File: src/rtl/adcsl_pkg.sv
// shared constants for the audio declick, dc blocker and soft limiter block
package adcsl_pkg;

	localparam int SAMPLE_W = 16;
	localparam int LEN_W    = 16;
	localparam int RAMP_W   = 11;
	localparam int CFG_W    = 16;
	localparam int CFG_IDX_W = 3;
	localparam int IN_DATA_W = SAMPLE_W + LEN_W;

	localparam logic [RAMP_W-1:0] MAX_RAMP = 11'd1024;

	localparam logic [SAMPLE_W-1:0] SAMPLE_MAX = 16'h7fff;
	localparam logic [SAMPLE_W-1:0] SAMPLE_MIN = 16'h8000;

	localparam logic [CFG_IDX_W-1:0] REG_LIM_THRESHOLD = 3'd0;
	localparam logic [CFG_IDX_W-1:0] REG_LIM_KNEE      = 3'd1;
	localparam logic [CFG_IDX_W-1:0] REG_DCL_THRESHOLD = 3'd2;
	localparam logic [CFG_IDX_W-1:0] REG_DCL_RAMP_LEN  = 3'd3;
	localparam logic [CFG_IDX_W-1:0] REG_DC_BETA       = 3'd4;

endpackage

File: src/rtl/audio_declick_dc_block_soft_limit.sv
// audio declick, dc blocker and soft limiter with one shared multiplier and divider
//
// channel  | direction | tdata                                  | tuser
// s_axis   | in        | [15:0] sample_in, [31:16] chunk_length | chunk_start
// m_axis   | out       | [15:0] sample_out                      | -
// cfg      | in        | cfg_data written to register cfg_index  | -
//
// one request at a time: without ramp and limiting it passes ST_FMUL, ST_FADD and ST_OUT;
// the ramp adds ST_RMUL, ST_RLD, ST_DIV and ST_RFIN before these,
// the limiter ST_LMUL, ST_LLD, ST_DIV and ST_LFIN after ST_FADD;
// ST_DIV runs the serial divider (16 steps for the ramp, 15 steps for the limiter)
// s_tready is high only while the sequencer waits for a request
// a finished result sits in the output register; the next request may be taken meanwhile
// arst_n clears all state, config takes its reset values
module audio_declick_dc_block_soft_limit
	import adcsl_pkg::*;
(
	input  logic                 clk,
	input  logic                 arst_n,
	input  logic                 s_tvalid,
	output logic                 s_tready,
	input  logic [IN_DATA_W-1:0] s_tdata,   // [15:0] sample_in, [31:16] chunk_length
	input  logic                 s_tuser,   // chunk_start
	output logic                 m_tvalid,
	input  logic                 m_tready,
	output logic [SAMPLE_W-1:0]  m_tdata,   // [15:0] sample_out
	input  logic                 cfg_we,
	input  logic [CFG_IDX_W-1:0] cfg_index,
	input  logic [CFG_W-1:0]     cfg_data
);

	localparam logic [3:0] ST_IDLE = 4'd0;
	localparam logic [3:0] ST_RMUL = 4'd1;
	localparam logic [3:0] ST_RLD  = 4'd2;
	localparam logic [3:0] ST_DIV  = 4'd3;
	localparam logic [3:0] ST_RFIN = 4'd4;
	localparam logic [3:0] ST_FMUL = 4'd5;
	localparam logic [3:0] ST_FADD = 4'd6;
	localparam logic [3:0] ST_LMUL = 4'd7;
	localparam logic [3:0] ST_LLD  = 4'd8;
	localparam logic [3:0] ST_LFIN = 4'd9;
	localparam logic [3:0] ST_OUT  = 4'd10;

	logic [3:0] state_q;

	logic [14:0]       lim_thr_q;
	logic [14:0]       lim_knee_q;
	logic [15:0]       dcl_thr_q;
	logic [RAMP_W-1:0] ramp_len_q;
	logic [14:0]       beta_q;

	logic              seen_q;
	logic [15:0]       last_q;
	logic [15:0]       prev_in_q;
	logic [31:0]       prev_out_q;
	logic              ramp_act_q;
	logic [15:0]       origin_q;
	logic [RAMP_W-1:0] span_q;
	logic [RAMP_W-1:0] pos_q;

	logic [15:0]        x_q;
	logic               dneg_q;
	logic               yneg_q;
	logic signed [32:0] over_q;
	logic signed [49:0] prod_q;
	logic [32:0]        rem_q;
	logic [32:0]        dsor_q;
	logic [15:0]        lo_q;
	logic [15:0]        quo_q;
	logic [4:0]         cnt_q;
	logic               div_ramp_q;
	logic [15:0]        res_q;
	logic               m_tvalid_q;
	logic [15:0]        m_tdata_q;

	logic               accept;
	logic [16:0]        jump, jump_mag;
	logic [RAMP_W-1:0]  rl_sat, ramp_n, pos_inc;
	logic [15:0]        len_in;
	logic               start_ramp;
	logic [16:0]        d, d_mag;
	logic signed [32:0] mul_a;
	logic [15:0]        mul_b;
	logic signed [49:0] mul_p;
	logic [33:0]        div_t, div_diff;
	logic               div_ge;
	logic [17:0]        q_ext, m_sum;
	logic [15:0]        ramp_x;
	logic signed [49:0] fq;
	logic [49:0]        y_full;
	logic signed [31:0] y;
	logic [32:0]        y_abs;
	logic               y_small;
	logic [15:0]        y_clamp;
	logic [15:0]        lim_c, lim_sat, lim_res;

	assign accept   = s_tvalid && s_tready;
	assign s_tready = (state_q == ST_IDLE);
	assign m_tvalid = m_tvalid_q;
	assign m_tdata  = m_tdata_q;

	always_comb begin
		// declick check on a chunk's first sample
		jump     = {s_tdata[15], s_tdata[15:0]} - {last_q[15], last_q};
		jump_mag = jump[16] ? (17'd0 - jump) : jump;
		rl_sat   = (ramp_len_q > MAX_RAMP) ? MAX_RAMP : ramp_len_q;
		len_in   = s_tdata[IN_DATA_W-1:SAMPLE_W];
		ramp_n   = ({5'd0, rl_sat} > len_in) ? len_in[RAMP_W-1:0] : rl_sat;
		start_ramp = seen_q && (jump_mag >= {1'b0, dcl_thr_q}) && (ramp_n != '0);

		d       = {x_q[15], x_q} - {origin_q[15], origin_q};
		d_mag   = d[16] ? (17'd0 - d) : d;
		pos_inc = pos_q + 11'd1;

		// shared multiplier
		case (state_q)
			ST_RMUL: begin
				mul_a = {16'd0, d_mag};
				mul_b = {5'd0, pos_inc};
			end
			ST_FMUL: begin
				mul_a = {prev_out_q[31], prev_out_q};
				mul_b = {1'b0, beta_q};
			end
			default: begin
				mul_a = over_q;
				mul_b = {1'b0, lim_knee_q};
			end
		endcase
		mul_p = mul_a * $signed({1'b0, mul_b});

		// shared restoring divider step
		div_t    = {rem_q, lo_q[15]};
		div_ge   = div_t >= {1'b0, dsor_q};
		div_diff = div_t - {1'b0, dsor_q};

		// ramp value
		q_ext  = {2'd0, quo_q};
		m_sum  = {{2{origin_q[15]}}, origin_q} + (dneg_q ? (18'd0 - q_ext) : q_ext);
		if (!m_sum[17] && (m_sum[16:15] != 2'b00))
			ramp_x = SAMPLE_MAX;
		else if (m_sum[17] && (m_sum[16:15] != 2'b11))
			ramp_x = SAMPLE_MIN;
		else
			ramp_x = m_sum[15:0];

		// dc blocker
		fq     = prod_q >>> 15;
		y_full = {{34{x_q[15]}}, x_q} - {{34{prev_in_q[15]}}, prev_in_q} + fq;
		y      = y_full[31:0];
		y_abs  = y[31] ? (33'd0 - {y[31], y}) : {y[31], y};
		y_small = y_abs <= {18'd0, lim_thr_q};
		if (y > 32'sd32767)
			y_clamp = SAMPLE_MAX;
		else if (y < -32'sd32768)
			y_clamp = SAMPLE_MIN;
		else
			y_clamp = y[15:0];

		// soft knee
		lim_c   = {1'b0, lim_thr_q} + {1'b0, quo_q[14:0]};
		lim_sat = lim_c[15] ? SAMPLE_MAX : lim_c;
		lim_res = yneg_q ? (16'd0 - lim_sat) : lim_sat;
	end

	always_ff @(posedge clk or negedge arst_n) begin
		if (!arst_n) begin
			state_q    <= ST_IDLE;
			lim_thr_q  <= 15'd24576;
			lim_knee_q <= 15'd8192;
			dcl_thr_q  <= 16'd4096;
			ramp_len_q <= 11'd64;
			beta_q     <= 15'd32604;
			seen_q     <= 1'b0;
			last_q     <= '0;
			prev_in_q  <= '0;
			prev_out_q <= '0;
			ramp_act_q <= 1'b0;
			origin_q   <= '0;
			span_q     <= '0;
			pos_q      <= '0;
			m_tvalid_q <= 1'b0;
			cnt_q      <= '0;
			div_ramp_q <= 1'b0;
			x_q        <= '0;
			dneg_q     <= 1'b0;
			yneg_q     <= 1'b0;
			over_q     <= '0;
			prod_q     <= '0;
			rem_q      <= '0;
			dsor_q     <= '0;
			lo_q       <= '0;
			quo_q      <= '0;
			res_q      <= '0;
			m_tdata_q  <= '0;
		end else begin
			if (cfg_we) begin
				case (cfg_index)
					REG_LIM_THRESHOLD: lim_thr_q  <= cfg_data[14:0];
					REG_LIM_KNEE:      lim_knee_q <= cfg_data[14:0];
					REG_DCL_THRESHOLD: dcl_thr_q  <= cfg_data;
					REG_DCL_RAMP_LEN:  ramp_len_q <= cfg_data[RAMP_W-1:0];
					REG_DC_BETA:       beta_q     <= cfg_data[14:0];
					default: ;
				endcase
			end

			if ((state_q == ST_OUT) && (!m_tvalid_q || m_tready))
				m_tvalid_q <= 1'b1;
			else if (m_tready)
				m_tvalid_q <= 1'b0;

			case (state_q)
				ST_IDLE: begin
					if (accept) begin
						x_q <= s_tdata[15:0];
						if (s_tuser) begin
							ramp_act_q <= start_ramp;
							if (start_ramp) begin
								origin_q <= last_q;
								span_q   <= ramp_n;
								pos_q    <= '0;
							end
							state_q <= start_ramp ? ST_RMUL : ST_FMUL;
						end else begin
							state_q <= ramp_act_q ? ST_RMUL : ST_FMUL;
						end
					end
				end
				ST_RMUL: begin
					prod_q  <= mul_p;
					dneg_q  <= d[16];
					state_q <= ST_RLD;
				end
				ST_RLD: begin
					rem_q      <= prod_q[48:16];
					lo_q       <= prod_q[15:0];
					dsor_q     <= {22'd0, span_q};
					quo_q      <= '0;
					cnt_q      <= 5'd16;
					div_ramp_q <= 1'b1;
					state_q    <= ST_DIV;
				end
				ST_DIV: begin
					rem_q <= div_ge ? div_diff[32:0] : div_t[32:0];
					quo_q <= {quo_q[14:0], div_ge};
					lo_q  <= {lo_q[14:0], 1'b0};
					cnt_q <= cnt_q - 5'd1;
					if (cnt_q == 5'd1)
						state_q <= div_ramp_q ? ST_RFIN : ST_LFIN;
				end
				ST_RFIN: begin
					x_q   <= ramp_x;
					pos_q <= pos_inc;
					if (pos_inc >= span_q)
						ramp_act_q <= 1'b0;
					state_q <= ST_FMUL;
				end
				ST_FMUL: begin
					prod_q  <= mul_p;
					state_q <= ST_FADD;
				end
				ST_FADD: begin
					prev_in_q  <= x_q;
					prev_out_q <= y;
					yneg_q     <= y[31];
					over_q     <= $signed(y_abs - {18'd0, lim_thr_q});
					if (y_small) begin
						res_q   <= y_clamp;
						state_q <= ST_OUT;
					end else begin
						state_q <= ST_LMUL;
					end
				end
				ST_LMUL: begin
					prod_q  <= mul_p;
					state_q <= ST_LLD;
				end
				ST_LLD: begin
					rem_q      <= prod_q[47:15];
					lo_q       <= {prod_q[14:0], 1'b0};
					dsor_q     <= {18'd0, lim_knee_q} + over_q[32:0];
					quo_q      <= '0;
					cnt_q      <= 5'd15;
					div_ramp_q <= 1'b0;
					state_q    <= ST_DIV;
				end
				ST_LFIN: begin
					res_q   <= lim_res;
					state_q <= ST_OUT;
				end
				ST_OUT: begin
					if (!m_tvalid_q || m_tready) begin
						m_tdata_q  <= res_q;
						last_q     <= res_q;
						seen_q     <= 1'b1;
						state_q    <= ST_IDLE;
					end
				end
				default: state_q <= ST_IDLE;
			endcase
		end
	end

endmodule

File: config.mk
export PLATFORM = sky130hd
export DESIGN_NAME = audio_declick_dc_block_soft_limit
export DESIGN_NICKNAME = d
export VERILOG_FILES = /design/src/rtl/adcsl_pkg.sv /design/src/rtl/audio_declick_dc_block_soft_limit.sv
export SDC_FILE = /design/constraint.sdc
export NUM_CORES = 2
export LEC_CHECK = 0
export ABC_CLOCK_PERIOD_IN_PS = 12900
export BUFFER_PORTS_ARGS = -buffer_cell sky130_fd_sc_hd__buf_4
export CORE_MARGIN = 2
export CORE_UTILIZATION = 59
export CTS_BUF_LIST = sky130_fd_sc_hd__clkbuf_2 sky130_fd_sc_hd__clkbuf_4 sky130_fd_sc_hd__clkbuf_8
export CTS_CLUSTER_DIAMETER = 60
export DETAILED_ROUTE_END_ITERATION = 16
export GPL_TIMING_DRIVEN = 0
export PLACE_DENSITY_LB_ADDON = 0.12
export REMOVE_ABC_BUFFERS = 1
export SYNTH_ARGS = -nofsm -noshare
export SYNTH_HDL_FRONTEND = slang
export SYNTH_SLANG_ARGS = --single-unit
export TNS_END_PERCENT = 10
File: constraint.sdc
create_clock -name clk -period 12.9 [get_ports clk]
set_clock_uncertainty 0.1 [all_clocks]
set_input_delay 1.29 -clock clk [delete_from_list [all_inputs] [get_ports clk]]
set_output_delay 1.29 -clock clk [all_outputs]
set_load 0.02 [all_outputs]
# --- Word-level counts from Yosys, hierarchy flattened ---
# Index checks and enable logic that the tools add are counted.
op_classes:
  magnitude_cmp: 8
  n_bitwise: 0
  mux: 44
  div: 0
  shifts: 0
  n_reduce_logical: 33
  n_addsub: 16
  eq_ne: 23
  mul: 1
ops:
  columns: ["cell", "count"]
  rows:
  - ["33-bit one-hot mux with 2 select lines", 2]
  - ["16-bit 2-to-1 mux", 7]
  - ["33-bit one-hot mux with 3 select lines", 1]
  - ["16-bit one-hot mux with 2 select lines", 3]
  - ["33-bit 2-to-1 mux", 2]
  - ["11-bit 2-to-1 mux", 5]
  - ["16-bit by 16-bit subtractor with 17-bit output", 3]
  - ["33-bit by 16-bit multiplier with 49-bit output", 1]
  - ["16-bit one-hot mux with 3 select lines", 1]
  - ["4-bit one-hot mux with 10 select lines", 1]
  - ["34-bit by 33-bit greater-or-equal comparator with 1-bit output", 1]
  - ["17-bit 2-to-1 mux", 2]
  - ["1-bit by 17-bit subtractor with 17-bit output (first input constant)", 2]
  - ["15-bit by 33-bit adder with 33-bit output", 1]
  - ["33-bit by 15-bit less-or-equal comparator with 1-bit output", 1]
  - ["1-bit by 32-bit subtractor with 33-bit output (first input constant)", 1]
  - ["33-bit by 15-bit subtractor with 33-bit output", 1]
  - ["33-bit subtractor", 1]
  - ["17-bit by 32-bit adder with 32-bit output", 1]
  - ["32-bit by 16-bit > comparator with 1-bit output (second input constant)", 1]
  - ["32-bit by 16-bit < comparator with 1-bit output (second input constant)", 1]
  - ["15-bit one-hot mux with 2 select lines", 1]
  - ["11-bit one-hot mux with 2 select lines", 1]
  - ["4-bit 2-to-1 mux", 5]
  - ["other kinds (39)", 79]
word_totals:
  latchBits: 0
  inputBits: 57
  elab_cells: 152
  mem_bits_rw: 0
  rom_bits: 0
  memories: 0
  ff_bits: 401
  out_inout_bits: 18

# --- Longest topological paths before layout ---
logic_depth:
  depth_word: 10
  depth_mapped: 44
  ltp_nobuf: 42

# --- Least setup slack after synthesis ---
# No wires, ideal clock.
synth_path:
  path_kind: "register to register"
  startpoint: "register origin_q[0]"
  endpoint: "register prod_q[47]"
  synth_period_minus_slack_ps: 10073
  path_stages_with_launch: 38
  slack_ps: 2827
  n_path_buf: 1
  required_ps: 12666
  setup_time_ps: 134
  arrival_ps: 9839
  cell_sequence: "dfrtp_1 -> ha_1 -> fa_1 -> nor2b_1 -> o21ai_0 -> a21boi_0 -> o21ai_0 -> a21boi_0 -> o2111ai_1 -> a31oi_1 -> mux2_2 -> a2111oi_0 -> a41oi_1 -> xor2_1 -> o21ai_0 -> clkbuf_1 -> nand2_1 -> fa_1 -> (+2 left out) -> inv_1 -> fa_1 -> fa_1 -> inv_1 -> fa_1 -> inv_1 -> ha_1 -> o21a_1 -> o21a_1 -> o22a_1 -> nand4_1 -> a2bb2oi_1 -> o31a_1 -> o311ai_0 -> nand3_1 -> a221oi_1 -> xnor2_1 -> o21ai_0"
synth_between:
  elab_chain_len: 5
synth_lines:
  columns: ["element", "line_no", "source"]
  rows:
  - ["start, declared", "audio_declick_dc_block_soft_limit.sv:57", "logic [15:0] origin_q;"]
  - ["start signal, assigned", "audio_declick_dc_block_soft_limit.sv:220", "origin_q <= last_q;"]
  - ["16-bit by 16-bit subtractor with 17-bit output *", "audio_declick_dc_block_soft_limit.sv:111", "d = {x_q[15], x_q} - {origin_q[15], origin_q};"]
  - ["1-bit by 17-bit subtractor with 17-bit output", "audio_declick_dc_block_soft_limit.sv:112", "d_mag = d[16] ? (17'd0 - d) : d;"]
  - ["17-bit 2-to-1 mux *", "audio_declick_dc_block_soft_limit.sv:112", null]
  - ["33-bit one-hot mux with 2 select lines *", "audio_declick_dc_block_soft_limit.sv:116", "case (state_q)"]
  - ["33-bit by 16-bit multiplier with 49-bit output *", "audio_declick_dc_block_soft_limit.sv:130", "mul_p = mul_a * $signed({1'b0, mul_b});"]
  - ["end signal, assigned", "audio_declick_dc_block_soft_limit.sv:231", "prod_q <= mul_p;"]
  - ["end signal, assigned", "audio_declick_dc_block_soft_limit.sv:260", "prod_q <= mul_p;"]
  - ["end signal, assigned", "audio_declick_dc_block_soft_limit.sv:276", "prod_q <= mul_p;"]
  - ["end, declared", "audio_declick_dc_block_soft_limit.sv:65", "logic signed [49:0] prod_q;"]
# Every way passes the cells marked *; elsewhere a longest branch is shown, timed or not.
# A chain may end at the register's enable or synchronous reset.

# --- Final worst setup path ---
layout_path:
  startpoint: "register origin_q[0]"
  endpoint: "register prod_q[42]"
# The elaborated chain is that of the path after synthesis.

==> run_results.csv <==
group,metric,value,unit
cts,clock_path_buffers,3,
drt,drc,0,
worst_setup_path,worstSetupStartpointType,"register",
cells_and_area,area_growth,8.109,%
worst_setup_path,max_stage_delay,1.07,ns
synthesis,synth_top_flop_cell,"dfrtp_1",
synthesis,syn_avg_cell_area,8.492,um2
die,core_area,80160,um2
drt,wl_per_cell,21.84,um
sta,hold_viol,0,
sta,setup-violations-final,0,
cells_and_area,nets,6447,
synthesis,postSynthCellCount,5595,
cells_and_area,drive_above_1_share,8.351,%
sta,period_minus_slack,12.36,ns
cts,clk_pin_slew,0.07,ns
drt,drtIter0Drc,3997,
worst_setup_path,crit_family,"compound AO/OA/AOI/OAI gates",
die,fp-row-count,104,
cts,htreeDepth,3,
die,ios,75,
synthesis,yosysTopAreaCell,"fa_1",
flow_run,cap_viol_max_count,0,
cts,clk_latency,0.72,ns
worst_setup_path,crit_type,"register to register",
min_path,hp-class,"register to register",
drt,ant_nets,0,
synthesis,yosysMostFrequentCell,"inv_1",
min_path,whs_path_depth,2,
placed_design,hpwl,115000,um
worst_setup_path,cp.required,13.38,ns
synthesis,synth_common_cells,"827 x inv_1, 755 x nand2_1, 505 x fa_1, 404 x nor2_1, 384 x dfrtp_1",
synthesis,netlist_area,47510,um2
cells_and_area,final_util,64.08,%
cts,cts_tree,"yes",
die,start_util,59.27,%
worst_setup_path,critPathSlowestCell,"a31oi_1",
cts,cts_inserted_buffers,81,
synthesis,synth_cell_type_count,96,
sta,max_freq,0.08091,GHz
worst_setup_path,timing.rr.start,"origin_q[0]$_DFFE_PN0P_",
cells_and_area,antenna_cells,0,
worst_setup_path,end_kind,"register",
min_path,min-delay-start,"prev_out_q[10]$_DFFE_PN0P_",
synthesis,yosysWarnings,0,
sta,fin_crit_sh,95.80,%
drt,vias_per_cell,6.080,
synthesis,synth_edf_count,0,
sta,slew_headroom,4.942,%
die,die_area,82810,um2
sta,setup_ws,0.5413,ns
cts,clock-sinks,400,
worst_setup_path,worstPathMaxFanout,12,
sta,worstMarginPinSlew,1.426,ns
sta,grt_setup_unrepaired,"no",
cts,root_buffer,"clkbuf_8",
synthesis,ys_top_cells_by_area,"fa_1 21%, dfrtp_1 20%, ha_1 8.5%",
worst_setup_path,crit_arrival,12.83,ns
global_route,grt_pass1_wl,229000,um
synthesis,ys_seq_area_share,21.11,%
placed_design,pre_cts_ws,0.4989,ns
worst_setup_path,rr_worst_depth,38,
drt,routed_wl,146100,um
placed_design,place.gp.congestion,0.9438,
min_path,worstHoldEndpoint,"prev_out_q[10]$_DFFE_PN0P_",
die,die_w,287.8,um
synthesis,synth_top_area_share,21.28,%
die,dieHeight,287.8,um
status,run_status,"finished clean",
global_route,gr-total-overflow,0,
sta,slew_viol_final,0,
worst_setup_path,timing.rr.end,"prod_q[42]$_DFFE_PN0P_",
synthesis,synthArstFlopShare,100.0,%
global_route,antenna_found_initial,2,
worst_setup_path,crit_top_cell,"fa_1",
global_route,grt_usage,35.94,%
placed_design,io_buffers,74,
worst_setup_path,r2r_slack,0.54,ns
synthesis,synth_seq_cells,400,
drt,firstDrtPassIters,8,
worst_setup_path,path_buf_inv,3,
global_route,first_global_vias,39580,
placed_design,place_area,49480,um2
global_route,grt_max_degree,118,
cells_and_area,fin_area,51360,um2
drt,via_count,40660,
[per-stage QoR]
stage	TNS [ns]	cells	hold slack, ns
global placement	-67.92	6492	0.3517
CTS	0	6686	0.3752
global route	0	6688	0.3876
detailed placement	0	6537	0.3595
floorplan	0	5358	0.3388
finish	0	6688	0.3743
[cell families (layout without fill, tap and decap cells)]
logic type	Yosys count	count (layout)	share of synthesized area (%)
AOI/OAI and AO/OA	1179	1179	16.02
xor gates and xnor gates	270	270	4.977
muxes	140	140	3.263
adders and majority gates	828	828	29.79
and+or+nand+nor	1714	1714	16.38
buffers and inverters	1064	1097	8.461
DFF	400	400	21.11
[flip-flops by register name, summed over array words and instances, names as in the netlist, 32 cells and up]
signal	flops
rem_q	33
over_q	33
prev_out_q	32
prod_q	49
dsor_q	33
[tightest hold or removal path, delay by kind of cell, from the launching register on]
kind,cells,cell delay (ns)
AND/OR/NAND/NOR,2,0.10
flip-flops,1,0.34
[cells in the final DEF (no fill, tap or decap), types with 31 or more instances in the layout]
cell | Yosys | routed
mux2i_1 | 51 | 50
nand2_1 | 755 | 749
xor2_1 | 101 | 101
a21oi_1 | 269 | 261
ha_1 | 323 | 323
and3_1 | 36 | 35
and2_1 | 43 | 43
nor3_1 | 107 | 103
inv_1 | 827 | 827
o21a_1 | 42 | 42
o21ai_0 | 334 | 332
nor2b_1 | 51 | 51
a22oi_1 | 36 | 32
o221ai_1 | 31 | 31
a31oi_1 | 55 | 53
buf_4 | 0 | 80
fa_1 | 505 | 505
nand2b_1 | 47 | 46
nand3_1 | 100 | 100
xnor2_1 | 169 | 169
mux2_2 | 79 | 79
nor2_1 | 404 | 398
dfrtp_1 | 384 | 382
a21o_1 | 97 | 97
nand4_1 | 35 | 35
clkbuf_8 | 0 | 100
a22o_1 | 38 | 38
[layer usage]
layer	up-vias	share of wire [%]	track usage, %
met5	-	0.0089	0
met4	2	4.1	12.56
met3	316	9.3	7.132
met2	1719	44	54.28
met1	20070	43	51.62
li1	18550	-	-
[how the worst max path moves through the flow]
stage                                       start  cells after the start                     end
final                     origin_q[0]$_DFFE_PN0P_                     38  prod_q[42]$_DFFE_PN0P_
after detailed placement       x_q[0]$_DFFE_PN0P_                     37  prod_q[42]$_DFFE_PN0P_
after global routing      origin_q[0]$_DFFE_PN0P_                     38  prod_q[42]$_DFFE_PN0P_
after CTS                 origin_q[0]$_DFFE_PN0P_                     36  prod_q[42]$_DFFE_PN0P_
after floorplan            state_q[0]$_DFFE_PN0P_                     26  prod_q[47]$_DFFE_PN0P_
after global placement     state_q[0]$_DFFE_PN0P_                     24  prod_q[47]$_DFFE_PN0P_
[final cells by class]
cell class	count	area, um2
flip-flops and latches	400	10030
fillers	7010	28790
multi-input cells	4131	33740
clock inverters	23	290.3
clock buffers	126	1572
repair buffers	121	1295
inverters	827	3104
well taps	1060	1326
[repair_timing]
action,in CTS,in global routing
hold buffers,0,0
setup buffers,0,0
gates resized for setup,0,2
setup endpoints to repair,0,3
endpoints found under the hold margin,0,0
Power is not shown: default switching activity piles up to over one toggle a cycle in this logic, so the estimate is an artifact.
